**src/rtl/art_pkg.sv**
```systemverilog
// Package for the ack retransmit tracker: payload structs, codes, sizes.
// No dependencies.
package art_pkg;
	localparam int SLOTS = 16;
	localparam int SLOT_W = $clog2(SLOTS);

	localparam logic [1:0] OP_TRACK = 2'd0;
	localparam logic [1:0] OP_ACK   = 2'd1;
	localparam logic [1:0] OP_TICK  = 2'd2;
	localparam logic [1:0] OP_QUERY = 2'd3;

	localparam logic [3:0] RK_NEW     = 4'd0;
	localparam logic [3:0] RK_REFRESH = 4'd1;
	localparam logic [3:0] RK_FULL    = 4'd2;
	localparam logic [3:0] RK_ACKED   = 4'd3;
	localparam logic [3:0] RK_UNKNOWN = 4'd4;
	localparam logic [3:0] RK_RESEND  = 4'd5;
	localparam logic [3:0] RK_GIVEUP  = 4'd6;
	localparam logic [3:0] RK_DONE    = 4'd7;
	localparam logic [3:0] RK_PENDING = 4'd8;
	localparam logic [3:0] RK_NOTPEND = 4'd9;

	localparam logic REG_RETRY_LIMIT = 1'b0;
	localparam logic REG_BACKOFF     = 1'b1;

	typedef struct packed {
		logic [1:0]  operation;
		logic [63:0] id_high;
		logic [63:0] id_low;
		logic [47:0] dest_mac;
		logic [7:0]  packet_handle;
		logic [31:0] time_ms;
	} in_item_t;

	typedef struct packed {
		logic [3:0]  result_kind;
		logic [3:0]  slot_index;
		logic [7:0]  out_handle;
		logic [47:0] out_mac;
		logic        last_result;
	} out_item_t;

	// controller -> datapath
	typedef struct packed {
		logic                load;      // capture input item, clear walk index
		logic                step;      // advance walk index
		logic                rd;        // register slot index into read stage
		logic                mark_hit;  // remember current slot as match
		logic                mark_free; // remember current slot as first free
		logic                wr_new;    // write new entry at free slot
		logic                wr_refresh;
		logic                clr_hit;   // free matched slot
		logic                tick_apply;// apply tick decision to read slot
		logic                emit;      // load output register
		logic [3:0]          kind;
		logic                last;
	} art_cmd_t;

	// datapath -> controller
	typedef struct packed {
		logic [1:0] operation;
		logic       walk_end;   // walk index at last slot
		logic       rd_valid;   // slot in read stage is valid
		logic       rd_match;   // its id matches
		logic       rd_expired;
		logic       rd_giveup;
		logic       hit_found;
		logic       free_found;
	} art_sts_t;
endpackage

```
**src/rtl/art_datapath.sv**
```systemverilog
// Datapath: slot table memories, walk index, tick arithmetic, output register.
// Depends on art_pkg.
module art_datapath (
	input  logic                clk,
	input  logic                arst_n,
	input  art_pkg::in_item_t   in_item,
	input  art_pkg::art_cmd_t   cmd,
	input  logic [7:0]          retry_limit,
	input  logic [15:0]         backoff_step_ms,
	input  logic                out_take,
	output art_pkg::art_sts_t   sts,
	output art_pkg::out_item_t  out_item,
	output logic                out_valid
);
	localparam int SW = art_pkg::SLOT_W;

	logic [art_pkg::SLOTS-1:0] valid_q;
	logic [63:0] id_hi_mem [art_pkg::SLOTS];
	logic [63:0] id_lo_mem [art_pkg::SLOTS];
	logic [47:0] mac_mem [art_pkg::SLOTS];
	logic [7:0]  hdl_mem [art_pkg::SLOTS];
	logic [31:0] time_mem [art_pkg::SLOTS];
	logic [7:0]  rty_mem [art_pkg::SLOTS];

	art_pkg::in_item_t item_q;
	logic [SW-1:0] idx_q, rd_idx_q, hit_q, free_q;
	logic hit_found_q, free_found_q;
	logic [63:0] rd_hi_q, rd_lo_q;
	logic [47:0] rd_mac_q;
	logic [7:0]  rd_hdl_q, rd_rty_q;
	logic [31:0] rd_time_q;
	logic [31:0] elapsed, wait_ms;

	// registered reads from the slot memories
	always_ff @(posedge clk) begin
		if (cmd.rd) begin
			rd_hi_q   <= id_hi_mem[idx_q];
			rd_lo_q   <= id_lo_mem[idx_q];
			rd_mac_q  <= mac_mem[idx_q];
			rd_hdl_q  <= hdl_mem[idx_q];
			rd_time_q <= time_mem[idx_q];
			rd_rty_q  <= rty_mem[idx_q];
		end
		if (cmd.wr_new) begin
			id_hi_mem[free_q] <= item_q.id_high;
			id_lo_mem[free_q] <= item_q.id_low;
			hdl_mem[free_q]   <= item_q.packet_handle;
			rty_mem[free_q]   <= 8'd0;
		end
		if (cmd.wr_new || cmd.wr_refresh) begin
			mac_mem[cmd.wr_new ? free_q : hit_q]  <= item_q.dest_mac;
			time_mem[cmd.wr_new ? free_q : hit_q] <= item_q.time_ms;
		end else if (cmd.tick_apply && !sts.rd_giveup) begin
			time_mem[rd_idx_q] <= item_q.time_ms;
			rty_mem[rd_idx_q]  <= rd_rty_q + 8'd1;
		end
		if (cmd.load)
			item_q <= in_item;
	end

	assign elapsed = item_q.time_ms - rd_time_q;
	assign wait_ms = 32'(backoff_step_ms) * (32'(rd_rty_q) + 32'd1);

	always_comb begin
		sts.operation  = item_q.operation;
		sts.walk_end   = (idx_q == SW'(art_pkg::SLOTS - 1));
		sts.rd_valid   = valid_q[rd_idx_q];
		sts.rd_match   = (rd_hi_q == item_q.id_high) && (rd_lo_q == item_q.id_low);
		sts.rd_expired = (elapsed >= wait_ms);
		sts.rd_giveup  = (rd_rty_q >= retry_limit);
		sts.hit_found  = hit_found_q;
		sts.free_found = free_found_q;
	end

	always_ff @(posedge clk or negedge arst_n) begin
		if (!arst_n) begin
			valid_q      <= '0;
			idx_q        <= '0;
			rd_idx_q     <= '0;
			hit_q        <= '0;
			free_q       <= '0;
			hit_found_q  <= 1'b0;
			free_found_q <= 1'b0;
			out_valid    <= 1'b0;
		end else begin
			if (cmd.load) begin
				idx_q        <= '0;
				hit_found_q  <= 1'b0;
				free_found_q <= 1'b0;
			end else if (cmd.step)
				idx_q <= idx_q + SW'(1);
			if (cmd.rd)
				rd_idx_q <= idx_q;
			if (cmd.mark_hit) begin
				hit_q       <= rd_idx_q;
				hit_found_q <= 1'b1;
			end
			if (cmd.mark_free) begin
				free_q       <= rd_idx_q;
				free_found_q <= 1'b1;
			end
			if (cmd.wr_new)
				valid_q[free_q] <= 1'b1;
			if (cmd.clr_hit)
				valid_q[hit_q] <= 1'b0;
			if (cmd.tick_apply && sts.rd_giveup)
				valid_q[rd_idx_q] <= 1'b0;
			if (cmd.emit)
				out_valid <= 1'b1;
			else if (out_take)
				out_valid <= 1'b0;
		end
	end

	// output register; unused fields held at zero
	always_ff @(posedge clk) begin
		if (cmd.emit) begin
			out_item.result_kind <= cmd.kind;
			out_item.last_result <= cmd.last;
			out_item.slot_index  <= '0;
			out_item.out_handle  <= '0;
			out_item.out_mac     <= '0;
			case (cmd.kind)
				art_pkg::RK_NEW:
					out_item.slot_index <= 4'(free_q);
				art_pkg::RK_REFRESH, art_pkg::RK_ACKED, art_pkg::RK_PENDING:
					out_item.slot_index <= 4'(hit_q);
				art_pkg::RK_RESEND: begin
					out_item.slot_index <= 4'(rd_idx_q);
					out_item.out_handle <= rd_hdl_q;
					out_item.out_mac    <= rd_mac_q;
				end
				art_pkg::RK_GIVEUP: begin
					out_item.slot_index <= 4'(rd_idx_q);
					out_item.out_mac    <= rd_mac_q;
				end
				default: ;
			endcase
		end
	end
endmodule

```
**src/rtl/art_ctrl.sv**
```systemverilog
// Controller: sequences the slot walk for each operation and result emission.
// Depends on art_pkg.
module art_ctrl (
	input  logic               clk,
	input  logic               arst_n,
	input  logic               in_fire,
	input  logic               out_busy,  // output register holds an item that is not being taken
	input  art_pkg::art_sts_t  sts,
	output logic               in_rdy,
	output art_pkg::art_cmd_t  cmd
);
	localparam logic [2:0] S_IDLE = 3'd0;
	localparam logic [2:0] S_READ = 3'd1; // issue read of walk slot
	localparam logic [2:0] S_EVAL = 3'd2; // evaluate read slot
	localparam logic [2:0] S_EMIT = 3'd3; // tick result waits for output
	localparam logic [2:0] S_FIN  = 3'd4; // final result of the item

	logic [2:0] state_q, state_d;
	logic last_q, last_d;

	assign in_rdy = (state_q == S_IDLE);

	always_comb begin
		cmd     = '0;
		state_d = state_q;
		last_d  = last_q;
		case (state_q)
			S_IDLE: begin
				if (in_fire) begin
					cmd.load = 1'b1;
					state_d  = S_READ;
				end
			end
			S_READ: begin
				cmd.rd   = 1'b1;
				last_d   = sts.walk_end;
				cmd.step = 1'b1;
				state_d  = S_EVAL;
			end
			S_EVAL: begin
				if (sts.operation == art_pkg::OP_TICK) begin
					if (sts.rd_valid && sts.rd_expired)
						state_d = S_EMIT;
					else
						state_d = last_q ? S_FIN : S_READ;
				end else begin
					if (sts.rd_valid && sts.rd_match && !sts.hit_found)
						cmd.mark_hit = 1'b1;
					if (!sts.rd_valid && !sts.free_found)
						cmd.mark_free = 1'b1;
					state_d = last_q ? S_FIN : S_READ;
				end
			end
			S_EMIT: begin
				if (!out_busy) begin
					cmd.emit       = 1'b1;
					cmd.kind       = sts.rd_giveup ? art_pkg::RK_GIVEUP
						: art_pkg::RK_RESEND;
					cmd.tick_apply = 1'b1;
					state_d        = last_q ? S_FIN : S_READ;
				end
			end
			S_FIN: begin
				if (!out_busy) begin
					cmd.emit = 1'b1;
					cmd.last = 1'b1;
					state_d  = S_IDLE;
					case (sts.operation)
						art_pkg::OP_TRACK: begin
							if (sts.hit_found) begin
								cmd.kind       = art_pkg::RK_REFRESH;
								cmd.wr_refresh = 1'b1;
							end else if (sts.free_found) begin
								cmd.kind   = art_pkg::RK_NEW;
								cmd.wr_new = 1'b1;
							end else
								cmd.kind = art_pkg::RK_FULL;
						end
						art_pkg::OP_ACK: begin
							cmd.kind    = sts.hit_found ? art_pkg::RK_ACKED
								: art_pkg::RK_UNKNOWN;
							cmd.clr_hit = sts.hit_found;
						end
						art_pkg::OP_QUERY:
							cmd.kind = sts.hit_found ? art_pkg::RK_PENDING
								: art_pkg::RK_NOTPEND;
						default:
							cmd.kind = art_pkg::RK_DONE;
					endcase
				end
			end
			default: state_d = S_IDLE;
		endcase
	end

	always_ff @(posedge clk or negedge arst_n) begin
		if (!arst_n) begin
			state_q <= S_IDLE;
			last_q  <= 1'b0;
		end else begin
			state_q <= state_d;
			last_q  <= last_d;
		end
	end
endmodule

```
**src/rtl/ack_retransmit_tracker_top.sv**
```systemverilog
// Top level of the ack retransmit tracker: config registers, controller, datapath.
// Depends on art_pkg, art_ctrl, art_datapath.
//
// Holds up to 16 packets awaiting acknowledgement. Each input item (track, ack,
// tick, query) walks all 16 slots in turn through a single registered memory
// read port; results queue behind a one-deep output register, and emitting a
// result waits while it is full and not taken. Track, ack and query give one
// result; tick gives one resend or give-up per expired slot then a done item
// with last_result set. Slot contents other than valid bits are not reset.
// Configuration (retry_limit index 0, backoff_step_ms index 1) is to be written
// by the user only while idle; the block itself does not enforce this.
module ack_retransmit_tracker_top (
	input  logic                clk,
	input  logic                arst_n,
	input  logic                in_valid,
	output logic                in_ready,
	input  art_pkg::in_item_t   in_data,
	output logic                out_valid,
	input  logic                out_ready,
	output art_pkg::out_item_t  out_data,
	input  logic                cfg_we,
	input  logic                cfg_index,
	input  logic [15:0]         cfg_data
);
	art_pkg::art_cmd_t cmd;
	art_pkg::art_sts_t sts;
	logic [7:0]  retry_limit_q;
	logic [15:0] backoff_q;
	logic in_fire;

	assign in_fire = in_valid && in_ready;

	always_ff @(posedge clk or negedge arst_n) begin
		if (!arst_n) begin
			retry_limit_q <= 8'd3;
			backoff_q     <= 16'd1000;
		end else if (cfg_we) begin
			case (cfg_index)
				art_pkg::REG_RETRY_LIMIT: retry_limit_q <= cfg_data[7:0];
				art_pkg::REG_BACKOFF:     backoff_q     <= cfg_data;
				default: ;
			endcase
		end
	end

	art_ctrl u_ctrl (
		.clk      (clk),
		.arst_n   (arst_n),
		.in_fire  (in_fire),
		.out_busy (out_valid && !out_ready),
		.sts      (sts),
		.in_rdy   (in_ready),
		.cmd      (cmd)
	);

	art_datapath u_dp (
		.clk             (clk),
		.arst_n          (arst_n),
		.in_item         (in_data),
		.cmd             (cmd),
		.retry_limit     (retry_limit_q),
		.backoff_step_ms (backoff_q),
		.out_take        (out_ready),
		.sts             (sts),
		.out_item        (out_data),
		.out_valid       (out_valid)
	);
endmodule

```
**config.mk**
```make
export PLATFORM = sky130hd
export DESIGN_NAME = ack_retransmit_tracker_top
export DESIGN_NICKNAME = d
export VERILOG_FILES = /design/src/rtl/art_pkg.sv /design/src/rtl/art_datapath.sv /design/src/rtl/art_ctrl.sv /design/src/rtl/ack_retransmit_tracker_top.sv
export SDC_FILE = /design/constraint.sdc
export NUM_CORES = 2
export LEC_CHECK = 0
export BUFFER_PORTS_ARGS = -buffer_cell sky130_fd_sc_hd__buf_2
export CAP_MARGIN = 40
export CORE_ASPECT_RATIO = 0.7
export CORE_MARGIN = 2
export CORE_UTILIZATION = 30
export DETAILED_ROUTE_END_ITERATION = 10
export SLEW_MARGIN = 0
export SYNTH_ARGS = -nofsm -noshare
export SYNTH_HDL_FRONTEND = slang
export SYNTH_SLANG_ARGS = --single-unit
```
**constraint.sdc**
```tcl
create_clock -name clk -period 17.95 [get_ports clk]
set_clock_uncertainty 0.15 [all_clocks]
set_input_delay 2.6925 -clock clk [delete_from_list [all_inputs] [get_ports clk]]
set_output_delay 2.6925 -clock clk [all_outputs]
set_load 0.005 [all_outputs]
```
Word-level counts from Yosys, hierarchy flattened. Memory sizes are Yosys's and may differ from the RTL's. A register that Yosys moved wholly into a read port is not among the register bits. Index checks and enable logic that the tools add are counted.

$add $sub $neg: 4. $lt $le $gt $ge: 8. Bitwise gates (word level): 6. Reduce and logical (&&, ||, !) cells: 32. Equal/unequal tests: 18. Multiply operators: 1. Muxes and demuxes: 64.

Operator list (number): 64-bit == test (2); 16-bit 2-to-1 mux (3); 16-bit bitwise AND (2); 32-bit >= comparator (1); 16-bit by 32-bit multiplier with 32-bit output (1); 32-bit 2-to-1 mux (1); 16-bit NOT (2); 32-bit OR reduction (1); 32-bit subtractor (1); 1-bit 2-to-1 mux (28); 3-bit 2-to-1 mux (9); 4-bit 2-to-1 mux (6); 4-bit one-hot mux with 3 select lines (2); 16-bit OR (1); 4-bit by 5-bit < comparator with 1-bit output, second input constant (3); 3-bit one-hot mux with 5 select lines (1); 1-bit demux with 4-bit select (3); 4-bit by 1-bit >= comparator with 1-bit output, second input constant (3); 1-bit logical AND (12); 2-bit 2-to-1 mux (6); 6-bit 2-to-1 mux (2); 5-bit one-hot mux with 2 select lines (1); 8-bit by 1-bit adder with 9-bit output, second input constant (1); 8-bit by 1-bit adder with 8-bit output, second input constant (1); other kinds (27) (40).

Memory bits (writable): 3584. Register bits: 346. Memories kept: 6. Input bits: 240. Output and inout port bits: 67.

Memory list: u_dp.id_hi_mem (depth 16, width 64, rd ports 1, clocked after memory_dff 1, write ports 1, RTL line art_datapath.sv:18) `logic [63:0] id_hi_mem [art_pkg::SLOTS];`; u_dp.id_lo_mem (depth 16, width 64, rd ports 1, clocked after memory_dff 1, write ports 1, RTL line art_datapath.sv:19) `logic [63:0] id_lo_mem [art_pkg::SLOTS];`; u_dp.mac_mem (depth 16, width 48, rd ports 1, clocked after memory_dff 1, write ports 1, RTL line art_datapath.sv:20) `logic [47:0] mac_mem [art_pkg::SLOTS];`; u_dp.time_mem (depth 16, width 32, rd ports 1, clocked after memory_dff 1, write ports 1, RTL line art_datapath.sv:22) `logic [31:0] time_mem [art_pkg::SLOTS];`; u_dp.hdl_mem (depth 16, width 8, rd ports 1, clocked after memory_dff 1, write ports 1, RTL line art_datapath.sv:21) `logic [7:0] hdl_mem [art_pkg::SLOTS];`; u_dp.rty_mem (depth 16, width 8, rd ports 1, clocked after memory_dff 1, write ports 1, RTL line art_datapath.sv:23) `logic [7:0] rty_mem [art_pkg::SLOTS];`.

Logic depth before layout (Yosys ltp).
Depth in word-level cells: 10. Gate-level depth with buffers: 34. Depth with buffers taken out: 33.

Modules after synthesis. From an unflattened synthesis, not the netlist that was laid out.

Cells, all modules: 6966. Area, all modules: 161549.9 µm².

Modules (own cells, without submodules): art_datapath (instances 1, area each 160134.8 µm², cells each 6862); ack_retransmit_tracker_top (instances 1, area each 1009.7 µm², cells each 54); art_ctrl (instances 1, area each 405.4 µm², cells each 50).

Least setup slack after synthesis. Ideal clock, no wire load.

Path type: in2reg. From: input port out_ready. To: memory u_dp.rty_mem[0][0] (enable). Arrival time: 18.702 ns. Library setup time: 0.345 ns. Stages: 8. Slack: -1.246 ns. Required time: 17.455 ns. Cells stage by stage: nand2b_1 -> buf_2 -> nand2_1 -> nor3_1 -> nand2_1 -> clkbuf_1 -> nor4b_1 -> a31o_1.

Word-level cells in the longest chain between the ends: 10.

RTL lines: start, declared (RTL line ack_retransmit_tracker_top.sv:19) `input logic out_ready,`; 1-bit logical NOT * (RTL line ack_retransmit_tracker_top.sv:50) `.out_busy (out_valid && !out_ready),`; 1-bit logical AND * (RTL line ack_retransmit_tracker_top.sv:50); 6-bit 2-to-1 mux (RTL line art_ctrl.sv:55) `if (!out_busy) begin`; 1-bit 2-to-1 mux (RTL line art_ctrl.sv:27) `case (state_q)`; 1-bit logical AND (RTL line art_datapath.sv:53) `end else if (cmd.tick_apply && !sts.rd_giveup) begin`; 1-bit 2-to-1 mux (RTL line art_datapath.sv:53); 1-bit 2-to-1 mux (RTL line art_datapath.sv:50) `if (cmd.wr_new || cmd.wr_refresh) begin`; 1-bit 2-to-1 mux (implied by the code) (RTL line art_datapath.sv:55) `rty_mem[rd_idx_q] <= rd_rty_q + 8'd1;`; 8-bit OR reduction (no line); 4-bit 2-to-1 mux (no line) / 1-bit 2-to-1 mux (equally long branches); end, declared (RTL line art_datapath.sv:23).

Every way passes the cells marked *; elsewhere a longest branch is shown, timed or not.

Worst setup path after layout.
From: register u_dp.rd_rty_q[0], read port of u_dp.rty_mem. To: register u_ctrl.state_q[0].

Word-level cells in the longest chain between the ends: 7.

RTL lines: start, declared (RTL line art_datapath.sv:30) `logic [7:0] rd_hdl_q, rd_rty_q;`; 8-bit by 1-bit adder with 9-bit output (RTL line art_datapath.sv:62) `assign wait_ms = 32'(backoff_step_ms) * (32'(rd_rty_q) + 32'd1);`; 16-bit by 32-bit multiplier with 32-bit output (RTL line art_datapath.sv:62); 32-bit >= comparator (RTL line art_datapath.sv:69) `sts.rd_expired = (elapsed >= wait_ms);`; 1-bit logical AND (RTL line art_ctrl.sv:42) `if (sts.rd_valid && sts.rd_expired)`; 3-bit 2-to-1 mux (RTL line art_ctrl.sv:42); 3-bit 2-to-1 mux (RTL line art_ctrl.sv:41) `if (sts.operation == art_pkg::OP_TICK) begin`; 3-bit one-hot mux with 5 select lines (RTL line art_ctrl.sv:27); end signal, assigned (RTL line art_ctrl.sv:101) `state_q <= state_d;`; end, declared (RTL line art_ctrl.sv:18) `logic [2:0] state_q, state_d;`.

No other way between the ends. A chain may end at the register's enable or synchronous reset.

==> flow_metrics.tcl <==
set metrics [dict create \
    status "complete, no violations" \
    drtIter0Drc 8594 \
    required_ns 18.65 \
    stdcell_count 15200 \
    cts_inserted_buffers 402 \
    grt_pass1_vias 77700 \
    dpl_cell_area_mm2 0.174 \
    place_inst 14400 \
    critPathTopFamily "adder cells" \
    synth_area_per_cell_um2 22.9 \
    rsz0062_at_grt "false" \
    gr-total-overflow 0 \
    combPwrFrac_pct 33.2 \
    rr_startpoint "u_dp.rd_rty_q[0]$_DFFE_PP_" \
    hold_buffers 0 \
    cts_resized 0 \
    start_util_pct 30.1 \
    path_class "flop to flop" \
    max_slew_margin_pct 25.0 \
    fin_ws_ns 9.73 \
    setup_viol 0 \
    cts_buffer_depth 4 \
    maxSlewViolCount 0 \
    clock_latency_ns 0.98 \
    critical_path.startpoint_type "flop" \
    gp_congestion 0.774 \
    port_buffers 306 \
    synth-edff-count 4091 \
    min-delay-path-class "flop to flop" \
    synth_top_area_share_pct 76.0 \
    grt_pass1_wl_mm 584 \
    core_region_area_mm2 0.537 \
    final_area_mm2 0.187 \
    cp_data_arrival_time_ns 8.92 \
    hp-start "u_dp.rd_mac_q[1]$_DFFE_PP_" \
    crit_buf_inv 3 \
    slowest_delay_ns 0.84 \
    hold_depth 1 \
    grt_antenna_before_repair 74 \
    drc 0 \
    finalSetupTns_ns 0 \
    cp_max_fo 17 \
    dp_slack_ns 9.81 \
    cts_tree "yes" \
    nNetsFinal 8128 \
    clock_sinks 4154 \
    maxCapViolCount 0 \
    yosysSeqAreaShare_pct 76.9 \
    h-tree-depth 5 \
    max_freq_ghz 0.122 \
    worst_pin_slew_ns 1.13 \
    internal-power_w 0.0214 \
    grt_use_total_pct 14.6 \
    reg2reg_depth 28 \
    worstSetupEndpointType "flop" \
    post_cts_buffers 0 \
    hold_end "u_dp.out_item[2]$_SDFFCE_PP0P_" \
    first_pass_iters 5 \
    period_share_pct 45.8 \
    netSwitchingPower_w 0.00992 \
    p_leak_nw 58.4 \
    syn_to_final_growth_pct 15.9 \
    syn-cell-area_mm2 0.162 \
    post-route-min-period_ns 8.22 \
    synthCells 7062 \
    r2r_end "u_ctrl.state_q[0]$_DFFE_PN0P_" \
    finalPower_w 0.0313 \
    wl_per_cell_um 27.0 \
    peakVddDrop_v 0.000503 \
    synth_flop_cell "edfxtp_1" \
    pwr-share-clk_pct 27.3 \
    dieArea_mm2 0.545 \
    yosys_register_bits 4154 \
    ys_warn_count 0 \
    synth_area_leaders "edfxtp_1 76%, mux4_2 15%, fa_1 1.2%" \
    cts_root_buf "clkbuf_16" \
    reg2reg_slack_ns 9.73 \
    p_seq_share_pct 39.5 \
    crit_top_cell "ha_1" \
    via_per_inst 4.95 \
    yosys.area.top_type "edfxtp_1" \
    cpMaxStageDelayCell "ha_1" \
    final_hold_viol_count 0 \
    drive_gt1_share_pct 28.9 \
    fp.dieW_um 882 \
    async_flop_share_pct 1.52 \
    p_sw_share_pct 31.7 \
    ys_types 72 \
    rows 225 \
    hpwl_mm 232 \
    grt_max_degree 130 \
    io_pins 307 \
    wirelength_mm 410 \
    syn_nets 7519 \
    die_h_um 618 \
    power_density_mw_per_mm2 167 \
    drtAntennaViolNets 0 \
    dr_total_vias 75100 \
    cts.clk_slew.worst_paths_ns 0.07 \
]
state kept, by name, indices dropped and copies added, names as in the netlist, 64 cells and up:
| signal | count |
|---|---|
| u_dp.hdl_mem | 128 |
| u_dp.id_hi_mem | 1024 |
| u_dp.id_lo_mem | 1024 |
| u_dp.item_q | 216 |
| u_dp.mac_mem | 768 |
| u_dp.out_item | 65 |
| u_dp.rd_hi_q | 64 |
| u_dp.rd_lo_q | 64 |
| u_dp.rty_mem | 128 |
| u_dp.time_mem | 512 |
layout by cell type (no fill, tap or decap), types with 9 or more instances in the layout:
master,n
a211oi_1,23
a21o_1,22
a21oi_1,84
and2_1,77
buf_12,30
buf_16,34
buf_2,307
buf_4,144
bufinv_16,46
clkbuf_1,72
clkbuf_16,405
clkinv_1,85
clkinv_2,61
clkinvlp_4,23
dfrtp_1,51
diode_2,21
edfxtp_1,4091
fa_1,100
ha_1,117
inv_1,193
inv_6,12
mux2_2,21
mux2i_1,19
mux4_2,1108
nand2_1,113
nand2b_1,36
nand3_1,21
nand4_1,27
nor2_1,68
nor2_4,23
nor2b_1,107
nor3_1,19
nor4_1,21
o21ai_0,36
o21ai_1,18
o21bai_1,9
o22ai_1,9
xnor2_1,82
xor2_1,97
cell usage after synthesis, drive strengths merged, types with 15 or more instances:
cell	instances
a211oi	24
a21o	23
a21oi	91
and2	79
buf	114
clkbuf	205
dfrtp	55
edfxtp	4091
fa	100
ha	117
inv	193
mux2	29
mux2i	19
mux4	1108
nand2	114
nand2b	36
nand3	21
nand4	27
nor2	91
nor2b	107
nor3	22
nor4	24
o21ai	55
o22ai	15
xnor2	82
xor2	98
metal layers:
metal / GRT usage, % / share of wire, % / up-vias
met1: 21.1 / 44 / 41100
met3: 2.51 / 6.9 / 595
met4: 3.50 / 2.3 / 30
met2: 23.3 / 47 / 2749
li1: - / - / 30700
met5: 0 / 0.044 / -
kinds of logic (layout without fill, tap and decap cells):
| kind of cell | Yosys count | count (layout) | share of synthesized area (%) |
|---|---|---|---|
| mux | 1156 | 1156 | 15.7 |
| buf+inv | 512 | 1449 | 1.21 |
| xor+xnor | 180 | 180 | 0.975 |
| compound gates | 289 | 289 | 1.17 |
| simple gates | 554 | 554 | 1.81 |
| flops | 4154 | 4154 | 76.9 |
| fa+ha+maj | 217 | 217 | 2.14 |
| other cells | 0 | 21 | 0 |
area by class of cell:
| cell class | count | area, um2 |
|---|---|---|
| fill | 48800 | 349000 |
| sequential | 4154 | 124000 |
| multi-input combinational | 2396 | 35800 |
| clock buffer | 479 | 10400 |
| tap | 7150 | 8950 |
| timing repair buffer | 524 | 4260 |
| clock inverter | 253 | 2790 |
| inverter | 193 | 724 |
| antenna | 21 | 52.6 |
worst reg2reg max path: cells and delay by family, from the launching register on:
kind,cells,cell delay [ns]
and+or+nand+nor,4,1.04
DFF,1,0.51
adders and majority gates,8,3.29
AOI/OAI and AO/OA,12,2.89
buffers and inverters,3,0.14
xor gates and xnor gates,1,0.11
power by group through the flow:
stage               Sequential, W  Combinational, W  Clock (W)
floorplan                  0.0123           0.00785          0
global placement           0.0126            0.0103          0
detailed placement         0.0126            0.0105          0
CTS                        0.0124            0.0105    0.00871
global route               0.0124            0.0117    0.00906
finish                     0.0124            0.0104    0.00854
metrics by stage:
| stage | hold slack [ns] | utilization [%] |
|---|---|---|
| after floorplan | 0.316 | - |
| after global placement | 0.355 | 32.2 |
| after detailed placement | 0.361 | 32.4 |
| after CTS | 0.326 | 34.9 |
| after global routing | 0.375 | 34.9 |
| final | 0.322 | 34.9 |
how the worst max path moves through the flow:
stage	cells past startpoint	from	slack, ns	endpoint
after floorplan	9	out_ready	3.44	u_dp.valid_q[12]$_DFF_PN0_
after global placement	28	u_dp.rd_rty_q[0]$_DFFE_PP_	9.30	u_ctrl.state_q[0]$_DFFE_PN0P_
after detailed placement	28	u_dp.rd_rty_q[0]$_DFFE_PP_	9.81	u_ctrl.state_q[0]$_DFFE_PN0P_
after CTS	28	u_dp.rd_rty_q[0]$_DFFE_PP_	9.74	u_ctrl.state_q[0]$_DFFE_PN0P_
after global routing	30	u_dp.rd_rty_q[0]$_DFFE_PP_	9.22	u_ctrl.state_q[0]$_DFFE_PN0P_
final	28	u_dp.rd_rty_q[0]$_DFFE_PP_	9.73	u_ctrl.state_q[0]$_DFFE_PN0P_
Power figures use the tool's default switching activity.
